$ cat config.mk
export PLATFORM = sky130hd
export DESIGN_NAME = socks_handshake_parser_core
export DESIGN_NICKNAME = d
export VERILOG_FILES = /design/src/hdl/shp_pkg.sv /design/src/hdl/shp_front.sv /design/src/hdl/shp_queue.sv /design/src/hdl/shp_back.sv /design/src/hdl/socks_handshake_parser_core.sv
export SDC_FILE = /design/constraint.sdc
export NUM_CORES = 1
export LEC_CHECK = 0
export BUFFER_PORTS_ARGS = -buffer_cell sky130_fd_sc_hd__buf_2
export CORE_UTILIZATION = 27
export DETAILED_ROUTE_END_ITERATION = 16
export REMOVE_ABC_BUFFERS = 1
export SETUP_SLACK_MARGIN = 0.15
export SKIP_CTS_REPAIR_TIMING = 1
export SLEW_MARGIN = 20
export SYNTH_ARGS = -nofsm -noshare
export SYNTH_HDL_FRONTEND = slang
export SYNTH_HIERARCHICAL = 1
export SYNTH_SLANG_ARGS = --single-unit
$ cat constraint.sdc
create_clock -name clk -period 12.9 [get_ports clk]
set_input_delay 2.58 -clock clk [delete_from_list [all_inputs] [get_ports clk]]
set_output_delay 2.58 -clock clk [all_outputs]
set_load 0.01 [all_outputs]
$ cat src/hdl/shp_pkg.sv
`timescale 1ns / 1ps
package shp_pkg;

  localparam int MaxNulStringDefault = 512;
  localparam int QueueDepth = 4;

  typedef enum logic [2:0] {
    KIND_REPLY   = 3'd0,
    KIND_DOMAIN  = 3'd1,
    KIND_CONNECT = 3'd2,
    KIND_CLOSE   = 3'd3,
    KIND_PAYLOAD = 3'd4
  } kind_t;

  // Burst of results that one client byte causes.
  typedef enum logic [2:0] {
    BURST_NONE      = 3'd0,
    BURST_S4_OK     = 3'd1,
    BURST_S4_FAIL   = 3'd2,
    BURST_CLOSE     = 3'd3,
    BURST_S5_METHOD = 3'd4,
    BURST_S5_OK     = 3'd5,
    BURST_SINGLE    = 3'd6
  } burst_t;

  typedef struct packed {
    burst_t      burst;
    logic        lead;       // a domain byte comes before the burst
    logic [2:0]  kind;       // kind of the lead or single result
    logic [7:0]  data;
    logic [1:0]  addr_type;
    logic [15:0] port;
    logic [63:0] addr_high;
    logic [63:0] addr_low;
  } cmd_t;

endpackage

$ cat src/hdl/shp_front.sv
`timescale 1ns / 1ps
module shp_front #(
  parameter int MaxNulString = shp_pkg::MaxNulStringDefault
) (
  input  logic          clk,
  input  logic          rst,
  input  logic          valid,
  output logic          stall,
  input  logic [7:0]    rx_byte,
  input  logic          conn_start,
  output logic          cmd_valid,
  input  logic          cmd_full,
  output shp_pkg::cmd_t cmd
);
  import shp_pkg::*;

  typedef enum logic [4:0] {
    PH_VER, PH_VER_BAD, PH_S4_CMD, PH_S4_PORT, PH_S4_IP, PH_S4_USER, PH_S4_DOMAIN,
    PH_S5_NMETH, PH_S5_METH, PH_S5_HEAD, PH_S5_IPV4, PH_S5_DLEN, PH_S5_DOMAIN,
    PH_S5_IPV6, PH_S5_PORT, PH_RELAY, PH_CLOSED
  } phase_t;

  phase_t      phase, phase_next, ph;
  logic [9:0]  byte_counter, byte_counter_next, bc;
  logic [7:0]  remaining_len, remaining_len_next, rl;
  logic [15:0] port_reg, port_reg_next, pr;
  logic [63:0] addr0, addr0_next, a0;
  logic [63:0] addr1, addr1_next, a1;
  logic [1:0]  address_kind, address_kind_next, ak;
  logic        domain_nonempty, domain_nonempty_next, dn;
  logic [9:0]  bc_inc;
  logic        nul_end;
  logic        accept;
  cmd_t        c;

  assign stall = cmd_full;
  assign accept = valid && !cmd_full;

  always_comb begin
    if (conn_start) begin
      ph = PH_VER; bc = '0; rl = '0; pr = '0; a0 = '0; a1 = '0; ak = '0; dn = 1'b0;
    end else begin
      ph = phase; bc = byte_counter; rl = remaining_len; pr = port_reg;
      a0 = addr0; a1 = addr1; ak = address_kind; dn = domain_nonempty;
    end
  end

  assign bc_inc = bc + 10'd1;
  assign nul_end = (rx_byte == 8'h00) || (bc_inc >= 10'(MaxNulString));

  always_comb begin
    phase_next = ph; byte_counter_next = bc; remaining_len_next = rl;
    port_reg_next = pr; addr0_next = a0; addr1_next = a1;
    address_kind_next = ak; domain_nonempty_next = dn;
    c = '0;
    c.burst = BURST_NONE;
    unique case (ph)
      PH_VER: begin
        byte_counter_next = '0;
        if (rx_byte == 8'h04) phase_next = PH_S4_CMD;
        else if (rx_byte == 8'h05) phase_next = PH_S5_NMETH;
        else phase_next = PH_VER_BAD;
      end
      PH_VER_BAD: begin
        c.burst = BURST_CLOSE; phase_next = PH_CLOSED;
      end
      PH_S4_CMD: begin
        if (rx_byte != 8'h01) begin
          c.burst = BURST_S4_FAIL; phase_next = PH_CLOSED;
        end else begin
          phase_next = PH_S4_PORT; byte_counter_next = '0; port_reg_next = '0;
        end
      end
      PH_S4_PORT: begin
        port_reg_next = {pr[7:0], rx_byte};
        byte_counter_next = bc_inc;
        if (bc_inc >= 10'd2) begin
          phase_next = PH_S4_IP; byte_counter_next = '0; addr0_next = '0;
        end
      end
      PH_S4_IP, PH_S5_IPV4: begin
        addr0_next = {32'd0, a0[23:0], rx_byte};
        byte_counter_next = bc_inc;
        if (bc_inc >= 10'd4) begin
          phase_next = (ph == PH_S4_IP) ? PH_S4_USER : PH_S5_PORT;
          byte_counter_next = '0;
        end
      end
      PH_S4_USER: begin
        byte_counter_next = bc_inc;
        if (nul_end) begin
          byte_counter_next = '0;
          if (a0[31:8] == 24'd0 && a0[7:0] != 8'd0) begin
            address_kind_next = 2'd1; domain_nonempty_next = 1'b0;
            phase_next = PH_S4_DOMAIN;
          end else begin
            address_kind_next = 2'd0; c.burst = BURST_S4_OK; phase_next = PH_RELAY;
          end
        end
      end
      PH_S4_DOMAIN: begin
        if (rx_byte != 8'h00) begin
          domain_nonempty_next = 1'b1;
          c.lead = 1'b1; c.kind = KIND_DOMAIN; c.data = rx_byte;
        end
        byte_counter_next = bc_inc;
        if (nul_end) begin
          byte_counter_next = '0;
          if (domain_nonempty_next) begin
            c.burst = BURST_S4_OK; phase_next = PH_RELAY;
          end else begin
            c.burst = BURST_S4_FAIL; phase_next = PH_CLOSED;
          end
        end
      end
      PH_S5_NMETH: begin
        remaining_len_next = rx_byte;
        if (rx_byte == 8'h00) begin
          c.burst = BURST_S5_METHOD; phase_next = PH_S5_HEAD; byte_counter_next = '0;
        end else phase_next = PH_S5_METH;
      end
      PH_S5_METH: begin
        remaining_len_next = rl - 8'd1;
        if (remaining_len_next == 8'd0) begin
          c.burst = BURST_S5_METHOD; phase_next = PH_S5_HEAD; byte_counter_next = '0;
        end
      end
      PH_S5_HEAD: begin
        if (bc < 10'd2) port_reg_next = {pr[7:0], rx_byte};
        byte_counter_next = bc_inc;
        if (bc_inc >= 10'd4) begin
          byte_counter_next = '0; addr0_next = '0; addr1_next = '0;
          if (port_reg_next != 16'h0501) begin
            c.burst = BURST_CLOSE; phase_next = PH_CLOSED;
          end else if (rx_byte == 8'h01) begin
            address_kind_next = 2'd0; phase_next = PH_S5_IPV4;
          end else if (rx_byte == 8'h03) begin
            address_kind_next = 2'd1; phase_next = PH_S5_DLEN;
          end else if (rx_byte == 8'h04) begin
            address_kind_next = 2'd2; phase_next = PH_S5_IPV6;
          end else begin
            c.burst = BURST_CLOSE; phase_next = PH_CLOSED;
          end
          port_reg_next = '0;
        end
      end
      PH_S5_DLEN: begin
        remaining_len_next = rx_byte;
        domain_nonempty_next = rx_byte != 8'h00;
        phase_next = (rx_byte != 8'h00) ? PH_S5_DOMAIN : PH_S5_PORT;
        byte_counter_next = '0;
      end
      PH_S5_DOMAIN: begin
        c.burst = BURST_SINGLE; c.kind = KIND_DOMAIN; c.data = rx_byte;
        remaining_len_next = rl - 8'd1;
        if (remaining_len_next == 8'd0) begin
          phase_next = PH_S5_PORT; byte_counter_next = '0;
        end
      end
      PH_S5_IPV6: begin
        if (bc < 10'd8) addr1_next = {a1[55:0], rx_byte};
        else addr0_next = {a0[55:0], rx_byte};
        byte_counter_next = bc_inc;
        if (bc_inc >= 10'd16) begin
          phase_next = PH_S5_PORT; byte_counter_next = '0;
        end
      end
      PH_S5_PORT: begin
        port_reg_next = {pr[7:0], rx_byte};
        byte_counter_next = bc_inc;
        if (bc_inc >= 10'd2) begin
          byte_counter_next = '0; c.burst = BURST_S5_OK; phase_next = PH_RELAY;
        end
      end
      PH_RELAY: begin
        c.burst = BURST_SINGLE; c.kind = KIND_PAYLOAD; c.data = rx_byte;
      end
      PH_CLOSED: ;
      default: phase_next = PH_CLOSED;
    endcase
    // The connect event carries the address as it stands after this byte.
    c.addr_type = address_kind_next;
    c.port = port_reg_next;
    if (address_kind_next == 2'd0) c.addr_low = {32'd0, addr0_next[31:0]};
    else if (address_kind_next == 2'd2) begin
      c.addr_high = addr1_next; c.addr_low = addr0_next;
    end
  end

  assign cmd = c;
  assign cmd_valid = accept && (c.burst != BURST_NONE || c.lead);

  always_ff @(posedge clk) begin
    if (rst) begin
      phase <= PH_VER; byte_counter <= '0; remaining_len <= '0; port_reg <= '0;
      addr0 <= '0; addr1 <= '0; address_kind <= '0; domain_nonempty <= 1'b0;
    end else if (accept) begin
      phase <= phase_next; byte_counter <= byte_counter_next;
      remaining_len <= remaining_len_next; port_reg <= port_reg_next;
      addr0 <= addr0_next; addr1 <= addr1_next;
      address_kind <= address_kind_next; domain_nonempty <= domain_nonempty_next;
    end
  end

`ifndef ASSERT_OFF
  a_stall_holds: assert property (@(posedge clk) disable iff (rst)
    cmd_full |-> !accept) else $error("front accepted a request into a full queue");
  a_relay_sticky: assert property (@(posedge clk) disable iff (rst)
    ($past(accept) && !$past(conn_start) && $past(phase) == PH_RELAY) |-> phase == PH_RELAY)
    else $error("relay phase left without a new connection");
  a_ipv4_high_zero: assert property (@(posedge clk) disable iff (rst)
    (cmd_valid && c.burst == BURST_S4_OK) |-> c.addr_high == 64'd0)
    else $error("SOCKS4 connect with upper address bits");
`endif
endmodule

$ cat src/hdl/shp_queue.sv
`timescale 1ns / 1ps
module shp_queue #(
  parameter int Depth = shp_pkg::QueueDepth
) (
  input  logic          clk,
  input  logic          rst,
  input  logic          wr_en,
  input  shp_pkg::cmd_t wr_data,
  output logic          full,
  output logic          rd_valid,
  input  logic          rd_en,
  output shp_pkg::cmd_t rd_data
);
  import shp_pkg::*;

  localparam int Aw = (Depth > 1) ? $clog2(Depth) : 1;

  cmd_t          mem [Depth];
  logic [Aw-1:0] wp, rp;
  logic [Aw:0]   count;

  assign full = count == (Aw+1)'(Depth);
  assign rd_valid = count != '0;
  assign rd_data = mem[rp];

  always_ff @(posedge clk) begin
    if (wr_en) mem[wp] <= wr_data;
  end

  always_ff @(posedge clk) begin
    if (rst) begin
      wp <= '0; rp <= '0; count <= '0;
    end else begin
      if (wr_en) wp <= (wp == Aw'(Depth - 1)) ? '0 : wp + 1'b1;
      if (rd_en) rp <= (rp == Aw'(Depth - 1)) ? '0 : rp + 1'b1;
      count <= count + (Aw+1)'(wr_en) - (Aw+1)'(rd_en);
    end
  end

`ifndef ASSERT_OFF
  a_no_overflow: assert property (@(posedge clk) disable iff (rst) wr_en |-> !full)
    else $error("queue overflow");
  a_no_underflow: assert property (@(posedge clk) disable iff (rst) rd_en |-> rd_valid)
    else $error("queue underflow");
  a_count_bound: assert property (@(posedge clk) disable iff (rst)
    count <= (Aw+1)'(Depth)) else $error("queue count out of range");
`endif
endmodule

$ cat src/hdl/shp_back.sv
`timescale 1ns / 1ps
module shp_back (
  input  logic          clk,
  input  logic          rst,
  input  logic          cmd_valid,
  output logic          cmd_take,
  input  shp_pkg::cmd_t cmd,
  output logic          valid,
  input  logic          stall,
  output logic [2:0]    out_kind,
  output logic [7:0]    out_byte,
  output logic [1:0]    addr_type,
  output logic [15:0]   dest_port,
  output logic [63:0]   addr_high,
  output logic [63:0]   addr_low,
  output logic          last
);
  import shp_pkg::*;

  logic [3:0] idx, idx_next;
  logic [3:0] len;
  logic [3:0] pos;
  logic       step;
  logic [2:0] k;
  logic [7:0] d;
  logic       conn;

  // Result count of a request: optional lead domain byte plus the burst.
  always_comb begin
    case (cmd.burst)
      BURST_S4_OK, BURST_S4_FAIL: len = 4'd9;
      BURST_CLOSE, BURST_SINGLE:  len = 4'd1;
      BURST_S5_METHOD:            len = 4'd2;
      BURST_S5_OK:                len = 4'd11;
      default:                    len = 4'd0;
    endcase
    if (cmd.lead) len = len + 4'd1;
  end

  assign pos = cmd.lead ? idx - 4'd1 : idx;

  always_comb begin
    k = KIND_REPLY; d = 8'd0; conn = 1'b0;
    if (cmd.lead && idx == 4'd0) begin
      k = cmd.kind; d = cmd.data;
    end else begin
      case (cmd.burst)
        BURST_S4_OK, BURST_S4_FAIL: begin
          if (pos == 4'd8) begin
            if (cmd.burst == BURST_S4_OK) begin
              k = KIND_CONNECT; conn = 1'b1;
            end else k = KIND_CLOSE;
          end else if (pos == 4'd1) d = (cmd.burst == BURST_S4_OK) ? 8'h5A : 8'h5B;
        end
        BURST_CLOSE: k = KIND_CLOSE;
        BURST_S5_METHOD: d = (pos == 4'd0) ? 8'h05 : 8'h00;
        BURST_S5_OK: begin
          if (pos == 4'd10) begin
            k = KIND_CONNECT; conn = 1'b1;
          end else if (pos == 4'd0) d = 8'h05;
          else if (pos == 4'd3) d = 8'h01;
        end
        BURST_SINGLE: begin
          k = cmd.kind; d = cmd.data;
        end
        default: ;
      endcase
    end
  end

  assign step = cmd_valid && (!valid || !stall);
  assign idx_next = idx + 4'd1;
  assign cmd_take = step && (idx_next == len);

  always_ff @(posedge clk) begin
    if (rst) begin
      valid <= 1'b0; idx <= '0;
    end else begin
      if (step) begin
        valid <= 1'b1;
        idx <= cmd_take ? 4'd0 : idx_next;
      end else if (!stall) valid <= 1'b0;
    end
  end

  always_ff @(posedge clk) begin
    if (step) begin
      out_kind <= k; out_byte <= d;
      addr_type <= conn ? cmd.addr_type : 2'd0;
      dest_port <= conn ? cmd.port : 16'd0;
      addr_high <= conn ? cmd.addr_high : 64'd0;
      addr_low <= conn ? cmd.addr_low : 64'd0;
      last <= idx_next == len;
    end
  end

`ifndef ASSERT_OFF
  a_hold: assert property (@(posedge clk) disable iff (rst)
    (valid && stall) |=> (valid && $stable(out_kind) && $stable(last)))
    else $error("result changed while stalled");
  a_idx_range: assert property (@(posedge clk) disable iff (rst)
    cmd_valid |-> idx < len) else $error("burst index past its length");
  a_connect_last: assert property (@(posedge clk) disable iff (rst)
    (valid && out_kind == KIND_CONNECT) |-> last) else $error("connect not last");
`endif
endmodule

$ cat src/hdl/socks_handshake_parser_core.sv
`timescale 1ns / 1ps
// Server-side SOCKS4/4a/5 connect handshake parser. One client byte is taken per
// cycle; the front parser never waits on the reply path except when its four-entry
// request queue is full. Each byte yields up to eleven results, which the back end
// emits one per cycle while out_stall is low, and a long reply burst (nine for
// SOCKS4, eleven for SOCKS5) makes the input stall once the queue has filled.
// Bytes causing no result put nothing in the queue.
module socks_handshake_parser_core #(
  parameter int MaxNulString = shp_pkg::MaxNulStringDefault,
  parameter int QueueDepth   = shp_pkg::QueueDepth
) (
  input  logic        clk,
  input  logic        rst,
  input  logic        in_valid,
  output logic        in_stall,
  input  logic [7:0]  rx_byte,
  input  logic        conn_start,
  output logic        out_valid,
  input  logic        out_stall,
  output logic [2:0]  out_kind,
  output logic [7:0]  out_byte,
  output logic [1:0]  addr_type,
  output logic [15:0] dest_port,
  output logic [63:0] addr_high,
  output logic [63:0] addr_low,
  output logic        last
);
  import shp_pkg::*;

  cmd_t f_cmd, q_cmd;
  logic f_valid, q_full, q_valid, q_take;

  shp_front #(.MaxNulString(MaxNulString)) u_front (
    .clk, .rst, .valid(in_valid), .stall(in_stall), .rx_byte, .conn_start,
    .cmd_valid(f_valid), .cmd_full(q_full), .cmd(f_cmd)
  );

  shp_queue #(.Depth(QueueDepth)) u_queue (
    .clk, .rst, .wr_en(f_valid), .wr_data(f_cmd), .full(q_full),
    .rd_valid(q_valid), .rd_en(q_take), .rd_data(q_cmd)
  );

  shp_back u_back (
    .clk, .rst, .cmd_valid(q_valid), .cmd_take(q_take), .cmd(q_cmd),
    .valid(out_valid), .stall(out_stall), .out_kind, .out_byte, .addr_type,
    .dest_port, .addr_high, .addr_low, .last
  );

endmodule
==> out/qor.yml <==
logic_synthesis:
  synth_common_cells: "802 x edfxtp_1, 184 x dfxtp_1, 165 x and2_1, 161 x mux4_2, 146 x a22o_1"
  synthFlopType: "edfxtp_1"
  synth-xor-area-share: 0.002964
  ys_async_sr_fraction: 0
  synth-edff-count: 802
  synth.area.top_cells: "edfxtp_1 60%, dfxtp_1 9.2%, mux4_2 9.0%, a22o_1 3.2%, and2_1 2.6%"
  synth_top_family_by_area: "multiplexers"
  synth_cell_type_count: 92
  synth_top_cell_by_area: "edfxtp_1"
  synth_adder_area_share: 0.004867
  yosys_warnings: 6
  synthSimpleGateAreaFrac: 0.08817
  syn_avg_cell_area_sq_um: 15.97
  ys_ff_latch: 986
  synthesis.instances: 2511
  yosysSeqAreaShare: 0.6924
  synth-compound-area-share: 0.09207
  yosysMostFrequentCell: "edfxtp_1"
  synthMuxAreaShare: 0.09482
  yosysTopAreaCellShare: 0.6005
  syn_area_sq_mm: 0.04010
sta:
  layout_setup_ws_ns: 5.449
  drv_slew: 0
  fin_crit_sh: 0.5776
  fin_skew_ns: 0.03849
  fin_crit_ns: 7.451
  finalSetupTns_ns: 0
  worst_slew_pin_slew_ns: 1.125
  slew_headroom: 0.2498
  grt_setup_unrepaired: "false"
  hold_viol: 0
  setup_viol: 0
  fmaxAchievable_mhz: 134.2
floorplan:
  die_height_microns: 387.4
  num_rows: 141
  pin_count: 173
  dieArea_sq_mm: 0.1501
  start_util: 0.2719
  core_sq_mm: 0.1475
  die_width_microns: 387.4
grt:
  grt_pass1_vias: 22430
  overflow: 0
  antenna_found_initial: 18
  grt_usage: 0.1269
  grt_max_degree: 152
  grt_pass1_wl_mm: 146.8
critical_path:
  cp_data_arrival_time_ns: 7.74
  endpoint_kind: "flop"
  critPathLaunchType: "primary input"
  cp_max_fo: 59
  crit_type: "primary input to flop"
  required_ns: 13.19
drt:
  ant_nets: 0
  vias_per_cell: 4.913
  drt_iter0_drc: 1975
  dr.pass1.iters: 5
  wl_per_cell_microns: 20.98
  drc: 0
  wirelength_mm: 97.66
  vias: 22860
hold_path:
  hp-class: "flop to flop"
cells_and_area:
  drive_gt1_frac: 0.2181
  fin_area_sq_mm: 0.04637
  area_growth_syn_to_layout_pct: 15.64
  finalNonFillerCells: 4654
  regMostFlops: "u_queue/mem"
  fill_cells: 14380
  nNetsFinal: 2661
  largest_reg_flops: 644
flow_run:
  drv_cap: 0
placed_design:
  pre_cts_ws_ns: 4.781
  io_buffer_count: 172
  routabilityCongestion: 0.9334
  dp_hpwl_mm: 58.76
  dpl_cell_area_sq_mm: 0.04285
  placed_cells: 4458
pwr:
  powerDensity_mw_per_mm2: 170.4
  power_leakage_nw: 14.77
  peakVddDrop_mv: 0.1193
clock_network:
  clock_latency_ns: 0.69
  cts_root_buf: "clkbuf_16"
  cts_tree: "built"
  numCtsBuffers: 102
  max-clock-path-buffers: 3
  clk_pin_slew_worst_paths_ns: 0.06
  cts_sinks: 986
  cts-htree-levels: 3
status:
  status: "finished, final reports clean"
-- layout by cell type (no fill, tap or decap), types with 14 or more instances in the layout --
cell type	count
nor3_1	103
buf_4	31
a21oi_1	46
clkbuf_16	106
o21ai_0	40
nand3_1	21
clkbuf_8	21
nor2_1	108
and2_1	161
a22o_1	146
clkbuf_1	28
a32oi_1	18
inv_1	18
nor4_1	14
mux4_2	161
clkinv_2	17
dfxtp_1	182
a22oi_1	118
nor2b_1	23
ha_1	14
mux2i_1	15
nand2_1	72
buf_2	172
edfxtp_1	802
nor3_2	21
nand2b_1	18
-- through the flow --
| stage | util | power [mW] | hold WS, ns |
|---|---|---|---|
| 2_1_floorplan | - | 4.571 | 0.4433 |
| 3_3_place_gp | 0.2905 | 5.024 | 0.4564 |
| 3_5_place_dp | 0.2905 | 5.024 | 0.4613 |
| 4_1_cts | 0.3142 | 8.031 | 0.4766 |
| 5_1_grt | 0.3144 | 8.230 | 0.4950 |
| 6_report | 0.3144 | 7.901 | 0.4779 |
-- kinds of logic (layout without fill, tap and decap cells) --
kind of cell,Yosys count,in the layout
AND/OR/NAND/NOR,629,629
AO/OA/AOI/OAI,482,482
flip-flops,986,986
other,1,2
adder cells (fa/ha/maj),15,15
multiplexers,178,178
XOR/XNOR,12,12
buffers and inverters,208,420
-- critical path, stage by stage --
cell      delay (ns)
buf_2           0.10
buf_4           0.28
nor2b_1         0.18
ha_1            0.26
nand3_1         0.23
or4_1           0.52
o311a_1         0.16
nand4_1         0.42
o211ai_1        0.27
nor4bb_1        0.22
a31oi_1         0.63
and2_4          0.87
buf_4           0.85
-- cell type report --
type	instances	area (sq um)	area share
Clock buffer	155	3047	0.06570
Clock inverter	39	444.2	0.009578
Inverter	19	78.83	0.001700
Sequential cell	986	27770	0.5989
Multi-Input combinational cell	1317	11430	0.2465
Timing Repair Buffer	207	1181	0.02547
Tap cell	1930	2415	0.05207
Antenna cell	1	2.502	0.00005396
-- metal layers --
layer	global-route usage	wire length (microns)
met1	0.1780	43920
met5	0	96
met3	0.02503	5829
met2	0.2003	46060
met4	0.03211	1755
-- path summary, 6_finish.rpt --
| path | cells past startpoint | endpoint | slack [ns] | start |
|---|---|---|---|---|
| setup / recovery | 13 | u_queue/mem[1][115]$_DFFE_PP_ | 5.45 | conn_start |
| hold / removal | 1 | u_front/addr1[57]$_SDFFE_PP0P_ | 0.48 | u_front/addr1[57]$_SDFFE_PP0P_ |
| setup reg to reg | 11 | u_queue/mem[1][115]$_DFFE_PP_ | 7.23 | u_front/byte_counter[1]$_SDFFE_PP0P_ |
| hold reg to reg | 1 | u_front/addr1[57]$_SDFFE_PP0P_ | 0.48 | u_front/addr1[57]$_SDFFE_PP0P_ |
-- power by group --
part           internal [mW]  total [mW]  switching [mW]  leakage, nW
logic                  0.338        1.00           0.664         4.17
clock network           1.78        2.99            1.21         1.72
registers               3.77        3.91           0.142         8.88
No activity file was read; power rests on OpenSTA's default activity.
